## src/rtl/lpht_ram.sv

```systemverilog
// ----------------------------------------------------------------------------
// lpht_ram
// Generic simple dual port RAM, one write port, one registered read port.
// ----------------------------------------------------------------------------
module lpht_ram #(
   parameter int WIDTH = 8,
   parameter int DEPTH = 256
) (
   input  logic                     clock,
   input  logic                     we,
   input  logic [$clog2(DEPTH)-1:0] waddr,
   input  logic [WIDTH-1:0]         wdata,
   input  logic [$clog2(DEPTH)-1:0] raddr,
   output logic [WIDTH-1:0]         rdata
);

   logic [WIDTH-1:0] mem_ff [DEPTH];
   logic [WIDTH-1:0] rdata_ff;

   // write port
   always_ff @(posedge clock) begin
      if (we) begin
         mem_ff[waddr] <= wdata;
      end
   end

   // registered read port
   always_ff @(posedge clock) begin
      rdata_ff <= mem_ff[raddr];
   end

   assign rdata = rdata_ff;

endmodule

```

## config.mk

```make
export PLATFORM = sky130hd
export DESIGN_NAME = lpht_ram
export DESIGN_NICKNAME = d
export VERILOG_FILES = /design/src/rtl/lpht_ram.sv
export SDC_FILE = /design/constraint.sdc
export NUM_CORES = 2
export LEC_CHECK = 0
export ABC_AREA = 1
export BUFFER_PORTS_ARGS = -buffer_cell sky130_fd_sc_hd__buf_2
export CAP_MARGIN = 20
export CELL_PAD_IN_SITES_DETAIL_PLACEMENT = 1
export CELL_PAD_IN_SITES_GLOBAL_PLACEMENT = 1
export CORE_ASPECT_RATIO = 0.7
export CORE_MARGIN = 10
export CORE_UTILIZATION = 40
export DETAILED_ROUTE_END_ITERATION = 8
export GPL_ROUTABILITY_DRIVEN = 0
export PLACE_DENSITY_LB_ADDON = 0.3
export RECOVER_POWER = 50
export SLEW_MARGIN = 20
export SYNTH_ARGS = -nofsm -noshare
export SYNTH_HDL_FRONTEND = slang
export SYNTH_SLANG_ARGS = --single-unit
export TNS_END_PERCENT = 100
```

## constraint.sdc

```tcl
create_clock -name clock -period 2.81 [get_ports clock]
set_clock_uncertainty 0.1 [all_clocks]
set_input_delay 0.562 -clock clock [delete_from_list [all_inputs] [get_ports clock]]
set_output_delay 0.562 -clock clock [all_outputs]
set_load 0.1 [all_outputs]
```

* Word-level counts from Yosys, hierarchy flattened
Memories as Yosys holds them, arrays and structs flattened. A register that Yosys moved wholly into a read port is not among the register bits. Cells that the tools add are included.
Storage, ports and cells: memories kept 1, output and inout bits 8, word-level logic and storage cells 3, flip-flop bits (word level) 0, memory bits (writable) 2048
Memory list:
- mem_ff | depth 256, bits a word 8, rd ports 1, clocked after Yosys merged registers in 1, wr ports 1, RTL line 17 | logic [WIDTH-1:0] mem_ff [DEPTH];
Operators by class: multiplexer cells 2
Operators by type and width (count):
- 2-to-1 mux 1 bit | 2

* Logic depth before layout (Yosys ltp)
depth after elaboration 2, gate-level depth with buffers 15

* Worst setup path after synthesis
No wires, ideal clock.
path type input-to-reg, from input we, to memory mem_ff[162][0], enable pin, buffers on the path 2, arrival time 1.683 ns, setup slack 0.657 ns, stages 4, path through clkbuf_1 nand3_1 clkbuf_1 nor2_1
On the way: cells in the longest elaborated chain, start to end 2
Ends and longest elaborated chain:
- start, declared | RTL line 10 | input logic we,
- 2-to-1 mux 1 bit | RTL line 22 | if (we) begin
- 2-to-1 mux 1 bit (implied by the code) | RTL line 23 | mem_ff[waddr] <= wdata;
- end, declared | RTL line 17
No other way between the ends.

==> results.md <==
* Status: complete, but fails checks
* Failing checks: max-capacitance violations, max-slew violations
* CTS tree: done
* Largest family of logic cells by synthesized area: simple AND/OR/NAND/NOR gates
* Post-DP HPWL at 173 mm
* Total core area at 208000 sq um
* Routed wire length at 276 mm
* Post-CTS Setup Inserts at 0
* Mapped Area at 83400 sq um
* Synth Net Count at 7029
* Adder-Cell Fraction of Synth Area at 0
* Clk_lat worst skew at 0.89 ns
* Initial DRC Count at 6879
* Avg Cell Area, Syn at 11.9 sq um
* Critical path arrival at 3.39 ns
* Max-slew headroom at -0.753
* CTS Buf Count at 203
* P&R area growth vs syn at 15.6%
* Worst Path Class, Setup: in -> reg
* Root buffer cell: clkbuf_16
* Post-route minimum period at 2.66 ns
* Cts repair resizes at 0
* Number of placement rows at 140
* Final hold viol count at 0
* Hold slack at 0.313 ns
* Input/output buffers at 33
* Grt ovf at 0
* Final setup fails at 0
* Die Ht at 402 microns
* Slew Limit Fails at 222
* Compound-Gate Fraction of Synth Area at 0
* Drt pass-1 iters at 6
* Multiplexer area fraction after synthesis at 0
* Setup crit end kind: flop
* Nets@finish at 7397
* Largest net degree at the start of global routing at 82
* CP startpoint kind: primary input
* Die W at 566 microns
* Synth warn at 0
* Vias in the first global route at 59137
* DRC at 0
* Simple-gate share of the synthesized area at 0.229
* Final Cycle Share at 0.947
* Worst Hold Class: in -> reg
* Seq cells post-synth at 2056
* Proportion of layout cells with a drive suffix above 1 at 0.108
* Hold Buf Count CTS at 6
* DR vias at 58579
* RSZ-0062 raised after global routing: false
* Worst vdd ir at 0.510 mV
* Final non-filler cell total at 10303
* CP required at 3.54 ns
* Total track usage at 0.236
* Worst Max-Slew Pin Slew at 2.63 ns
* Initial antenna violation count at 28
* Clock Path Buffers at 4
* Max frequency at 376 MHz
* First-pass GRT wire length at 403 mm
* Clock slew at reported path FFs at 0.06 ns
* H-tree depth at 4
* PwrDens at 669 nW/um^2
* XOR/XNOR share of the synthesized area at 0
* Post-DR vias/cell at 5.69
* P_leak at 0.0339 uW
* Die area at 227000 sq um
* Ports at 34
* CTS sink cnt at 2056
* Sequential element share of the synthesized area at 0.739
* Synth cell types at 14
* Initial core utilization at 0.401
* WL per Instance at 26.8 microns
* Routed Antenna Nets at 0
* Dpl cells at 9929
* CP max FO at 46
* Max-Cap Viols at 6
* Synthesized instance count at 7003
## metal layers
metal	wire length, microns	GRT usage
met5	47	0
met4	8290	0.0718
met3	27600	0.0651
met2	120000	0.345
met1	120000	0.344
## through the flow
step                power [uW]  setup slack (ns)  setup TNS (ns)  utilization  cell area [sq um]
floorplan                36700             0.657               0            -              83400
global placement         39000            -0.555           -2.24        0.438              90900
detailed placement       39100            -0.554           -2.32        0.438              90900
CTS                      64800             0.224               0        0.467              97000
global route             66300             0.113               0        0.464              96300
finish                   64400             0.149               0        0.464              96400
## worst max-delay path, stage by stage
cell,delay [ns]
buf_8,0.14
buf_12,0.18
buf_12,0.26
buf_4,0.30
nand2_1,0.08
nand3_1,0.12
nand3_1,0.16
nand3_1,0.12
nand3_1,0.44
nand3_1,0.33
nand3_1,0.35
nand2_1,0.19
nand2_1,0.07
nand2_1,0.07
## flip-flops by register name (all words and copies together), names as in the netlist
| register | count |
|---|---|
| mem_ff | 2048 |
| rdata | 8 |
## power breakdown
part / switching, uW / leakage [uW] / internal [uW]
registers: 44.2 / 0.0185 / 33800
clock network: 11800 / 0.00293 / 14100
logic: 3450 / 0.0125 / 1230
## kinds of logic (layout without fill, tap and decap cells)
group                  Yosys count  after routing
other                            0             11
AND/OR/NAND/NOR               4425           4425
flip-flops                    2056           2056
buffers and inverters          522           1042
## cell usage after synthesis
cell type,number,area (sq um)
buf_6,16,180
buf_4,46,345
dfxtp_1,8,160
buf_2,268,1340
edfxtp_1,2048,61500
buf_1,40,150
inv_4,1,6.26
nor2_1,283,1060
nand2_1,2123,7970
nand3_1,2019,10100
inv_2,2,7.51
inv_1,36,135
clkbuf_1,112,420
buf_8,1,15.0
## cell type report
| type | count | area, sq um |
|---|---|---|
| inverters | 39 | 180 |
| repair buffers | 646 | 5860 |
| well taps | 2769 | 3460 |
| clock inverters | 97 | 701 |
| diodes | 11 | 27.5 |
| multi-input cells | 4425 | 19200 |
| clock buffers | 260 | 5330 |
| fillers | 21851 | 111000 |
| flip-flops and latches | 2056 | 61700 |
## layout by cell type (no fill, tap or decap), types with 8 or more instances in the layout
cell type | Yosys | final
nand2_1 | 2123 | 2116
edfxtp_1 | 2048 | 2048
nand3_1 | 2019 | 2019
buf_4 | 46 | 374
nor2_1 | 283 | 283
clkbuf_16 | 0 | 204
clkbuf_1 | 112 | 152
buf_12 | 0 | 116
clkinv_1 | 0 | 48
inv_1 | 36 | 34
clkbuf_2 | 0 | 28
clkinv_2 | 0 | 27
buf_2 | 268 | 19
diode_2 | 0 | 11
bufinv_16 | 0 | 9
dfxtp_1 | 8 | 8
## worst paths after layout
check	startpoint	end	slack, ns	cells after the start
worst max-delay path	raddr[0]	rdata[2]	0.15	14
worst min-delay path	waddr[7]	mem_ff[91][2]	0.31	5
worst max register to register	mem_ff[82][2]	rdata[2]	0.32	10
worst min register to register	mem_ff[4][4]	rdata[4]	0.92	10
Power figures use the tool's default switching activity.
