### config.mk
export PLATFORM = sky130hd
export DESIGN_NAME = lpht_home
export DESIGN_NICKNAME = d
export VERILOG_FILES = /design/src/rtl/lpht_pkg.sv /design/src/rtl/lpht_home.sv
export SDC_FILE = /design/constraint.sdc
export NUM_CORES = 1
export LEC_CHECK = 0
export BUFFER_PORTS_ARGS = -buffer_cell sky130_fd_sc_hd__buf_2
export CORE_AREA = 2 2 41 43
export DETAILED_ROUTE_END_ITERATION = 8
export DIE_AREA = 0 0 43 45
export PLACE_DENSITY = 0.77
export SYNTH_ARGS = -nofsm -noshare
export SYNTH_HDL_FRONTEND = slang
export SYNTH_SLANG_ARGS = --single-unit
### constraint.sdc
create_clock -name clock -period 1.8 [get_ports clock]
set_input_delay 0.27 -clock clock [delete_from_list [all_inputs] [get_ports clock]]
set_output_delay 0.27 -clock clock [all_outputs]
set_load 0.1 [all_outputs]
### src/rtl/lpht_pkg.sv
// ----------------------------------------------------------------------------
// lpht_pkg
// Shared types and codes for the linear probing key/value table.
// ----------------------------------------------------------------------------
package lpht_pkg;

   // field widths fixed by the request and response words
   localparam int KEY_W     = 31;
   localparam int OP_W      = 2;
   localparam int STATUS_W  = 2;
   localparam int VAL_IO_W  = 32;

   // request op codes
   localparam logic [OP_W-1:0] OP_INSERT = 2'd0;
   localparam logic [OP_W-1:0] OP_LOOKUP = 2'd1;
   localparam logic [OP_W-1:0] OP_REMOVE = 2'd2;

   // response status codes
   localparam logic [STATUS_W-1:0] ST_OK   = 2'd0;
   localparam logic [STATUS_W-1:0] ST_DUP  = 2'd1;
   localparam logic [STATUS_W-1:0] ST_MISS = 2'd2;
   localparam logic [STATUS_W-1:0] ST_FULL = 2'd3;

   typedef struct packed {
      logic [OP_W-1:0]     op;
      logic [KEY_W-1:0]    key;
      logic [VAL_IO_W-1:0] value_in;
   } req_type;

   typedef struct packed {
      logic [STATUS_W-1:0] status;
      logic [VAL_IO_W-1:0] value_out;
   } rsp_type;

   typedef enum logic [1:0] {
      S_CLEAR,
      S_IDLE,
      S_HASH,
      S_PROBE
   } state_type;

endpackage

### src/rtl/lpht_home.sv
// ----------------------------------------------------------------------------
// lpht_home
// Home slot unit: key modulo table size by reciprocal multiplication, a
// quotient estimate step and then a remainder step.
// ----------------------------------------------------------------------------
module lpht_home
   import lpht_pkg::*;
#(
   parameter int TABLE_SIZE = 256
) (
   input  logic                          clock,
   input  logic                          reset,
   input  logic                          go,
   input  logic [KEY_W-1:0]              key,
   output logic                          done,
   output logic [$clog2(TABLE_SIZE)-1:0] home_slot
);

   localparam int SLOT_W  = $clog2(TABLE_SIZE);
   localparam int RECIP_W = 32;
   localparam int PROD_W  = KEY_W + RECIP_W;
   localparam int SHIFT   = KEY_W + SLOT_W;
   localparam int QUO_W   = PROD_W - SHIFT;
   // ceil(2^SHIFT / TABLE_SIZE) gives an exact quotient for every key
   localparam logic [63:0] RECIP_NUM = 64'd1 << SHIFT;
   localparam logic [RECIP_W-1:0] RECIP =
      RECIP_W'((RECIP_NUM + 64'(TABLE_SIZE) - 64'd1) / 64'(TABLE_SIZE));
   localparam logic [SLOT_W:0] SIZE_V = (SLOT_W+1)'(TABLE_SIZE);

   logic              mul_ff;
   logic              sub_ff;
   logic              done_ff;
   logic [KEY_W-1:0]  key_ff;
   logic [QUO_W-1:0]  quo_ff;
   logic [QUO_W-1:0]  quo_in;
   logic [SLOT_W-1:0] rem_ff;
   logic [SLOT_W-1:0] rem_in;
   logic [PROD_W-1:0] prod;
   logic [SLOT_W-1:0] quo_size;

   // quotient from the reciprocal, remainder from the low bits
   always_comb begin
      prod     = PROD_W'(key_ff) * PROD_W'(RECIP);
      quo_in   = prod[PROD_W-1 -: QUO_W];
      quo_size = SLOT_W'(quo_ff * SIZE_V);
      rem_in   = key_ff[SLOT_W-1:0] - quo_size;
   end

   // step control: multiply, then subtract, then done
   always_ff @(posedge clock) begin
      if (reset) begin
         mul_ff  <= 1'b0;
         sub_ff  <= 1'b0;
         done_ff <= 1'b0;
      end else begin
         mul_ff  <= go;
         sub_ff  <= mul_ff;
         done_ff <= sub_ff;
      end
   end

   // key, quotient and remainder
   always_ff @(posedge clock) begin
      if (go) begin
         key_ff <= key;
      end
      if (mul_ff) begin
         quo_ff <= quo_in;
      end
      if (sub_ff) begin
         rem_ff <= rem_in;
      end
   end

   assign done      = done_ff;
   assign home_slot = rem_ff;

endmodule

# Word-level counts from Yosys, hierarchy flattened

Index checks and enable logic that the tools add are counted.

Bits of input ports: 34
Logic and storage cells: 5
Output and inout port bits: 9
Register bits: 19

# Logic depth before layout (Yosys ltp)

Gate-level depths: netlist of run 1.

Depth after elaboration: 0
Depth in mapped cells: 1
Depth with buffers taken out: 1

# Worst setup path after synthesis of run 1

No wires, ideal clock.

Path type: register -> output
Start: register done_ff (netlist: done)
End: output port done
Setup slack: 0.621 ns
Arrival: 0.909 ns
Required time: 1.530 ns
Path buffers: 0
Cell stages (with the launch flop): 1
Path through: dfxtp_1

RTL lines:

| item                   | line            | source |
|---|---|---|
| from (decl)            | lpht_home.sv:32 | `logic done_ff;` |
| from (signal assigned) | lpht_home.sv:58 | `done_ff <= sub_ff;` |
| to (decl)              | lpht_home.sv:15 | `output logic done,` |

No word-level cell between the ends.

# Final worst setup path of run 1

Start: register rem_ff[4] (netlist: home_slot[4])
End: output port home_slot[4]

RTL lines:

| item                   | line            | source |
|---|---|---|
| from (decl)            | lpht_home.sv:36 | `logic [SLOT_W-1:0] rem_ff;` |
| from (signal assigned) | lpht_home.sv:71 | `rem_ff <= rem_in;` |
| to (decl)              | lpht_home.sv:16 | `output logic [$clog2(TABLE_SIZE)-1:0] home_slot` |

No word-level cell between the ends.

==> results of run 1 <==
[logic make-up (layout without fill, tap and decap cells)]
logic type	after synthesis	in the layout	share of synthesized area (%)
flops	19	19	96.6
buf+inv	0	23	0
simple gates	3	3	3.36
[cell type report]
type / instances / area (um^2)
fillers: 130 / 771
clock buffers: 4 / 26.3
well taps: 16 / 20.0
multi-input cells: 3 / 18.8
flip-flops and latches: 19 / 541
repair buffers: 19 / 95.1
[power breakdown]
group / leakage [nW] / internal, W / switching [W]
Combinational: 0.0829 / 0.0000127 / 0.0000519
Sequential: 0.176 / 0.000503 / 0.00000654
Clock: 0.0150 / 0.0000857 / 0.000104
[metrics by stage]
| step | area (um^2) | hold WS (ns) | util (%) |
|---|---|---|---|
| after floorplan | 559 | 0.342 | - |
| after global placement | 674 | 0.400 | 45.8 |
| after detailed placement | 674 | 0.405 | 45.8 |
| after CTS | 701 | 0.153 | 47.6 |
| after global routing | 701 | 0.137 | 47.6 |
| final | 701 | 0.165 | 47.6 |
[state kept, by name (all words and copies together), names as in the netlist]
name	cells
done	1
home_slot	8
key_ff	8
sub_ff	1
mul_ff	1
[layer usage]
layer | vias up | track usage, % | part of all wire, %
met1 | 93 | 9.46 | 43
met2 | 16 | 7.27 | 42
met5 | - | 0 | 0
met3 | 0 | 2.80 | 15
li1 | 128 | - | -
met4 | 0 | 5.45 | 0
[worst paths after layout]
path	to
max	home_slot[4]
min	key_ff[6]
max reg2reg	home_slot[5]
min reg2reg	home_slot[1]
[layout by cell type (no fill, tap or decap)]
| cell type | count |
|---|---|
| nor2b_1 | 3 |
| clkbuf_1 | 1 |
| clkbuf_4 | 3 |
| dfxtp_1 | 3 |
| buf_2 | 19 |
| edfxtp_1 | 16 |
==> flow_summary.ini, run 1 <==
[run_status]
run_status = finished, final reports clean

[worst_setup_path]
arrival_ns = 1.02
critPathLaunch = home_slot[4]
path_depth = 1
cpLargestDelayFamily = buffers and inverters
cp-end-kind = output port
critPathSlowestCell = buf_2
required_ns = 1.53
worst_setup_path_start_kind = flop
r2r_setup_slack_ns = 0.97
critPathMaxStageDelay_ns = 0.42
critPathKind = flop to output port
cp_max_fo = 1
reg2reg_depth = 0
rr_startpoint = sub_ff
critPathBufInv = 1
path_cells = buf_2

[logic_synthesis]
synthTopCellsByArea = edfxtp_1, dfxtp_1, nor2b_1
synth_edf_count = 16
synth_flop_cell = edfxtp_1
synth_area_per_cell_um2 = 25.4
syn_inst = 22
synth_top_area_share_pct = 85.9
ys_seq_area_share_pct = 96.6
yosys.area.top_type = edfxtp_1
synth-seq-cells = 19
ys_types = 3
yosysMostFrequentCell = edfxtp_1
synthTopCellsByCount = edfxtp_1, dfxtp_1, nor2b_1
syn_nets = 56
ys_async_sr_fraction_pct = 0
synth_warnings = 0
syn_area_um2 = 559

[sta]
slew_headroom_pct = 67.6
setup-violations-final = 0
slew_viol_final = 0
worst_pin_slew_ns = 0.489
skew_ns = 0.000798
hold_violations = 0
rsz0062_at_grt = no
setup_slack_ns = 0.508
period_share_pct = 71.8
fmax_mhz = 774
setup-tns-final_ns = 0
period_needed_ns = 1.29

[clock_tree]
cts_tree = done
ctsHoldBuffers = 0
post_cts_resized = 0
clock-sinks = 19
ctsHtreeMaxLevel = 1
insertion_delay_ns = 0.27
cts_setup_buffers = 0
path_clk_slew_ns = 0.09
clk_path_buf_depth = 2
clock-root-buffer = clkbuf_4
cts_buffers = 3

[grt]
grt_pass1_wl_um = 883
grt_pass1_vias = 214
grt_overflow = 0
grt.total_usage_pct = 6.52
antenna_found_initial = 0
grt_max_degree = 11

[die]
start_util_pct = 38.0
num_rows = 14
fp.dieW_um = 43
die_y_um = 45
die_area_mm2 = 0.00194
ioPinCount = 43
coreArea_mm2 = 0.00147

[power_and_ir_drop]
vdd_drop_max_mv = 0.580
p_leak_nw = 0.274
powerDensity_mw_per_mm2 = 1090
p_total_w = 0.000764

[cells_and_area]
drive_gt1_share_pct = 48.9
antenna-diode-count = 0
syn2layout_area_growth_pct = 25.3
num-nets-final = 80
layout.cells.non_filler = 61

[drt]
postRouteAntennaNets = 0
remaining_drc_errors = 0
wire_per_inst_um = 8.57
vias_per_cell = 3.89
drtIter0Drc = 1
dr.pass1.iters = 3
routed_wl_um = 523
dr_total_vias = 237

[hold_path]
hold_depth = 1
hp-class = primary input to flop
min_from = key[6]

[placed_design]
port_buffers = 19
preCtsSetupSlack_ns = 0.808
gp_congestion = 0.605
dp.cells = 57

[run]
cap_violations = 0
No activity file was read; power rests on OpenSTA's default activity.
==> run 2, diff against run 1 <==
- ABC_AREA: not set -> 1
- CORE_AREA: 2 2 41 43 -> 2 2 43 45
- DIE_AREA: 0 0 43 45 -> 0 0 45 47
- PLACE_DENSITY: 0.77 -> 0.71
- clock period: 1.8 -> 1.3 ns (I/O delays scaled with it)
==> run 2 against run 1 <==
Clock power up 46%; critical path depth unchanged; sequential cell count stayed put; first-iteration DRC count unchanged; combinational power rose by 41%; count of clock-buffer cells in the layout unchanged; synthesized area rose by 0.67%; utilization shrank 4.9 points; sequential power is 39% higher; critical endpoint unchanged; largest cell class unchanged; largest power group unchanged.
==> flow_summary.ini, run 2 <==
[worst_setup_path]
cp-end-kind = output port
arrival_ns = 1.04
critPathKind = flop to output port
r2r_setup_slack_ns = 0.41
worst_setup_path_start_kind = flop
critPathSlowestCell = buf_2
critPathBufInv = 1
r2r_end = home_slot[2]
critPathMaxStageDelay_ns = 0.42
required_ns = 1.11
path_cells = buf_2
cpLargestDelayFamily = buffers and inverters
rr_startpoint = sub_ff
cp_max_fo = 1
reg2reg_depth = 0

[placed_design]
preCtsSetupSlack_ns = 0.369
gp_congestion = 0.594
dp.cells = 61
port_buffers = 19
hpwl_um = 494

[logic_synthesis]
synth_edf_count = 16
synth_mux_area_share_pct = 0
synthTopCellsByArea = edfxtp_1, dfxtp_1, inv_1
yosys.area_share.simple_pct = 2.00
yosys.area.top_type = edfxtp_1
synth_warnings = 0
synth_xor_area_share_pct = 0
syn_area_um2 = 563
synth_top_family_by_area = buffers and inverters
synth-seq-cells = 19
ys_async_sr_fraction_pct = 0
yosysMostFrequentCell = edfxtp_1
synth_flop_cell = edfxtp_1
syn_nets = 59
synth_compound_area_share_pct = 0
synth_top_area_share_pct = 85.3
syn_inst = 25
ys_seq_area_share_pct = 96.0
synth_area_per_cell_um2 = 22.5
synthTopCellsByCount = edfxtp_1, dfxtp_1, inv_1, nor2_1
ys_types = 4
synth_adder_area_share_pct = 0

[clock_tree]
ctsHoldBuffers = 0
path_clk_slew_ns = 0.10
post_cts_resized = 0
insertion_delay_ns = 0.28
ctsHtreeMaxLevel = 1
clk_path_buf_depth = 2
cts_setup_buffers = 0
clock-sinks = 19
cts_tree = done
clock-root-buffer = clkbuf_4
cts_buffers = 3

[grt]
grt_max_degree = 11
globalRoute.busiestLayer = met2
grt_pass1_vias = 236
antenna_found_initial = 0
grt_util_met3_pct = 3.08
grt_pass1_wl_um = 986
use_met1_pct = 8.77
grt_overflow = 0
grt.total_usage_pct = 7.55
grt_util_met2_pct = 9.71

[sta]
setup-violations-final = 0
hold_violations = 0
fmax_mhz = 809
period_share_pct = 95.1
period_needed_ns = 1.24
setup-tns-final_ns = 0
slew_headroom_pct = 67.6
worst_pin_slew_ns = 0.489
slew_viol_final = 0
setup_slack_ns = 0.0639
skew_ns = 0.00398
rsz0062_at_grt = no

[drt]
routed_wl_um = 676
dr_total_vias = 269
dr.pass1.iters = 2
vias_per_cell = 4.14
drtIter0Drc = 1
wire_per_inst_um = 10.4
postRouteAntennaNets = 0
remaining_drc_errors = 0

[die]
start_util_pct = 34.1
die_y_um = 47
ioPinCount = 43
die_area_mm2 = 0.00212
num_rows = 15
coreArea_mm2 = 0.00165
fp.dieW_um = 45

[run]
cap_violations = 0

[hold_path]
hold_depth = 1
hp-class = primary input to flop
min_from = key[3]
hold_end = key_ff[3]

[power_and_ir_drop]
combPwrFrac_pct = 8.4
seqPwrFrac_pct = 65.7
swShare_pct = 22.6
p_leak_nw = 0.284
power.net_switching_w = 0.000243
intPower_w = 0.000833
vdd_drop_max_mv = 0.703
clkPwrFrac_pct = 25.9
powerDensity_mw_per_mm2 = 1520
p_total_w = 0.00108

[cells_and_area]
fillCellCount = 163
final_cell_mix = buf_2, edfxtp_1
syn2layout_area_growth_pct = 25.3
antenna-diode-count = 0
layout.cells.non_filler = 65
drive_gt1_share_pct = 45.8
final_common_cell = buf_2
num-nets-final = 83

[run_status]
run_status = finished, final reports clean
==> run 2: cell types whose count changed after synthesis, sizes merged <==
cell,previous run,this run
inv,0,3
nor2,0,3
nor2b,3,0
==> run 2: cells by family after synthesis <==
family,count (synthesis)
flip-flops,19
AND/OR/NAND/NOR,3
buffers and inverters,3
==> run 2: power groups by stage <==
stage	combinational [W]	sequential [W]	clock (W)
floorplan	0.00000277	0.000780	0
CTS	0.0000913	0.000707	0.000288
finish	0.0000908	0.000707	0.000278
global placement	0.0000903	0.000720	0
detailed placement	0.0000912	0.000721	0
global route	0.0000945	0.000710	0.000307
==> run 2: final cells by class <==
class | count | area (um^2) | area share (%)
inverters | 3 | 11.3 | 1.60
clock buffers | 4 | 26.3 | 3.72
multi-input cells | 3 | 11.3 | 1.60
well taps | 17 | 21.3 | 3.01
repair buffers | 19 | 95.1 | 13.5
flip-flops and latches | 19 | 541 | 76.6
==> run 2: worst max path at each step <==
stage / slack, ns / from / depth (start not counted) / end
detailed placement: 0.37 / home_slot[4] / 1 / home_slot[4]
finish: 0.06 / home_slot[4] / 1 / home_slot[4]
global route: 0.03 / home_slot[4] / 1 / home_slot[4]
CTS: 0.04 / home_slot[4] / 1 / home_slot[4]
floorplan: 0.20 / done / 0 / done
global placement: 0.38 / home_slot[1] / 1 / home_slot[1]
==> run 2: per-layer routing <==
layer	wire length [um]	up-vias
met5	0	-
met2	264	19
met3	89	2
met4	11	0
li1	-	135
met1	312	113
==> run 2: through the flow <==
step                      util, %  area [um^2]  hold WS, ns
final                        42.7          706       0.0778
after global routing         42.7          706       0.0667
after CTS                    42.7          706       0.0686
after detailed placement     41.1          679        0.373
after global placement       41.1          679        0.373
after floorplan                 -          563        0.266
==> run 3, diff against run 2 <==
==> constraint.sdc (replaced) <==
create_clock -name clock -period 1.3 [get_ports clock]
set_input_delay 0.26 -clock clock [delete_from_list [all_inputs] [get_ports clock]]
set_output_delay 0.26 -clock clock [all_outputs]
set_load 0.1 [all_outputs]
==> run 3 against run 2 <==
Sequential share of layout area down 11 points; clock skew fell by 0.0032 ns; sequential cell count did not move; clock power shrank 3%; critical path type unchanged; critical endpoint is now done.
==> flow_summary.ini, run 3 (same netlist as run 2, synthesis figures left out) <==
[placed_design]
dp.cells = 61
gp_congestion = 0.601
placed_area_um2 = 800
hpwl_um = 489
port_buffers = 19

[sta]
setup-tns-final_ns = 0
slew_headroom_pct = 76.4
period_needed_ns = 1.18
period_share_pct = 90.6
slew_viol_final = 0
fmax_mhz = 849
hold_slack_ns = 0.147
setup-violations-final = 0
worst_pin_slew_ns = 0.354
skew_ns = 0.000777
rsz0062_at_grt = no
hold_violations = 0

[drt]
remaining_drc_errors = 0
postRouteAntennaNets = 0
vias_per_cell = 4.11
dr.pass1.iters = 2
wire_per_inst_um = 9.72
drtIter0Drc = 2
routed_wl_um = 632
dr_total_vias = 267

[grt]
grt_max_degree = 12
grt.total_usage_pct = 7.50
antenna_found_initial = 0
grt_overflow = 0
grt_pass1_wl_mm = 1.01
grt_pass1_vias = 263

[worst_setup_path]
critPathBufInv = 1
r2r_setup_slack_ns = 0.43
required_ns = 1.04
path_cells = clkbuf_4
reg2reg_depth = 0
worst_setup_path_start_kind = flop
critPathKind = flop to output port
rr_startpoint = sub_ff
cpLargestDelayFamily = flip-flops
r2r_end = home_slot[3]
arrival_ns = 0.92
critPathSlowestCell = dfxtp_1
critPathMaxStageDelay_ns = 0.32
cp_max_fo = 1
cp-end-kind = output port

[cells_and_area]
final_cell_mix = edfxtp_1, buf_2, buf_12, clkbuf_4
antenna-diode-count = 0
syn2layout_area_growth_pct = 47.3
drive_gt1_share_pct = 47.9
num-nets-final = 83
final_common_cell = edfxtp_1
layout.cells.non_filler = 65
fin_area_um2 = 830

[clock_tree]
cts_tree = done
ctsHtreeMaxLevel = 1
clk_path_buf_depth = 2
ctsHoldBuffers = 0
clock-root-buffer = clkbuf_4
path_clk_slew_ns = 0.09
cts_buffers = 3
clock-sinks = 19
insertion_delay_ns = 0.28

[run_status]
run_status = finished, final reports clean

[power_and_ir_drop]
p_leak_nw = 0.329
vdd_drop_max_mv = 0.766
powerDensity_mw_per_mm2 = 1320
p_total_w = 0.00110

[hold_path]
hold_end = key_ff[2]
hp-class = primary input to flop
hold_depth = 1
min_from = key[2]

[die]
die_y_um = 47
die_area_mm2 = 0.00212
fp.dieW_um = 45
ioPinCount = 43
num_rows = 15
start_util_pct = 34.1
coreArea_mm2 = 0.00165

[run]
cap_violations = 0
[run 3: worst max path at each step]
| stage | startpoint | to | slack [ns] | depth (start not counted) |
|---|---|---|---|---|
| after floorplan | done | done | 0.13 | 0 |
| after global placement | done | done | 0.34 | 1 |
| after detailed placement | done | done | 0.34 | 1 |
| after CTS | done | done | 0.01 | 1 |
| after global routing | done | done | 0.07 | 1 |
| final | done | done | 0.12 | 1 |
[run 3: final cells by class]
type	instances	area [um^2]
Timing Repair Buffer	19	218
Clock inverter	1	5.00
Inverter	3	11.3
Sequential cell	19	541
Clock buffer	3	22.5
Multi-Input combinational cell	3	11.3
Fill cell	143	822
Tap cell	17	21.3
[run 3: power by group]
part	switching [W]	internal, W	leakage [nW]	total [W]
Combinational	0.0000735	0.0000400	0.135	0.000113
Clock	0.000157	0.000114	0.0177	0.000271
Sequential	0.0000149	0.000697	0.176	0.000712
Total	0.000245	0.000851	0.329	0.00110
[run 3: what timing repair did]
| item | in CTS | in global routing |
|---|---|---|
| endpoints found under the setup margin | 0 | 1 |
| setup buffers | 0 | 0 |
| endpoints found under the hold margin | 0 | 0 |
| gates resized for setup | 0 | 1 |
[run 3: routing by layer]
layer	global-route usage, %	vias to the layer above	part of all wire [%]
li1	-	134	-
met1	8.12	112	39
met2	10.9	19	48
met3	2.31	2	11
met4	8.82	0	1.4
met5	0	-	0
[run 3: per-stage QoR]
| stage | worst slack (ns) | util (%) |
|---|---|---|
| after CTS | 0.0116 | 50.1 |
| after global routing | 0.0723 | 50.2 |
| after detailed placement | 0.341 | 48.4 |
| after floorplan | 0.131 | - |
| final | 0.122 | 50.2 |
| after global placement | 0.342 | 48.4 |
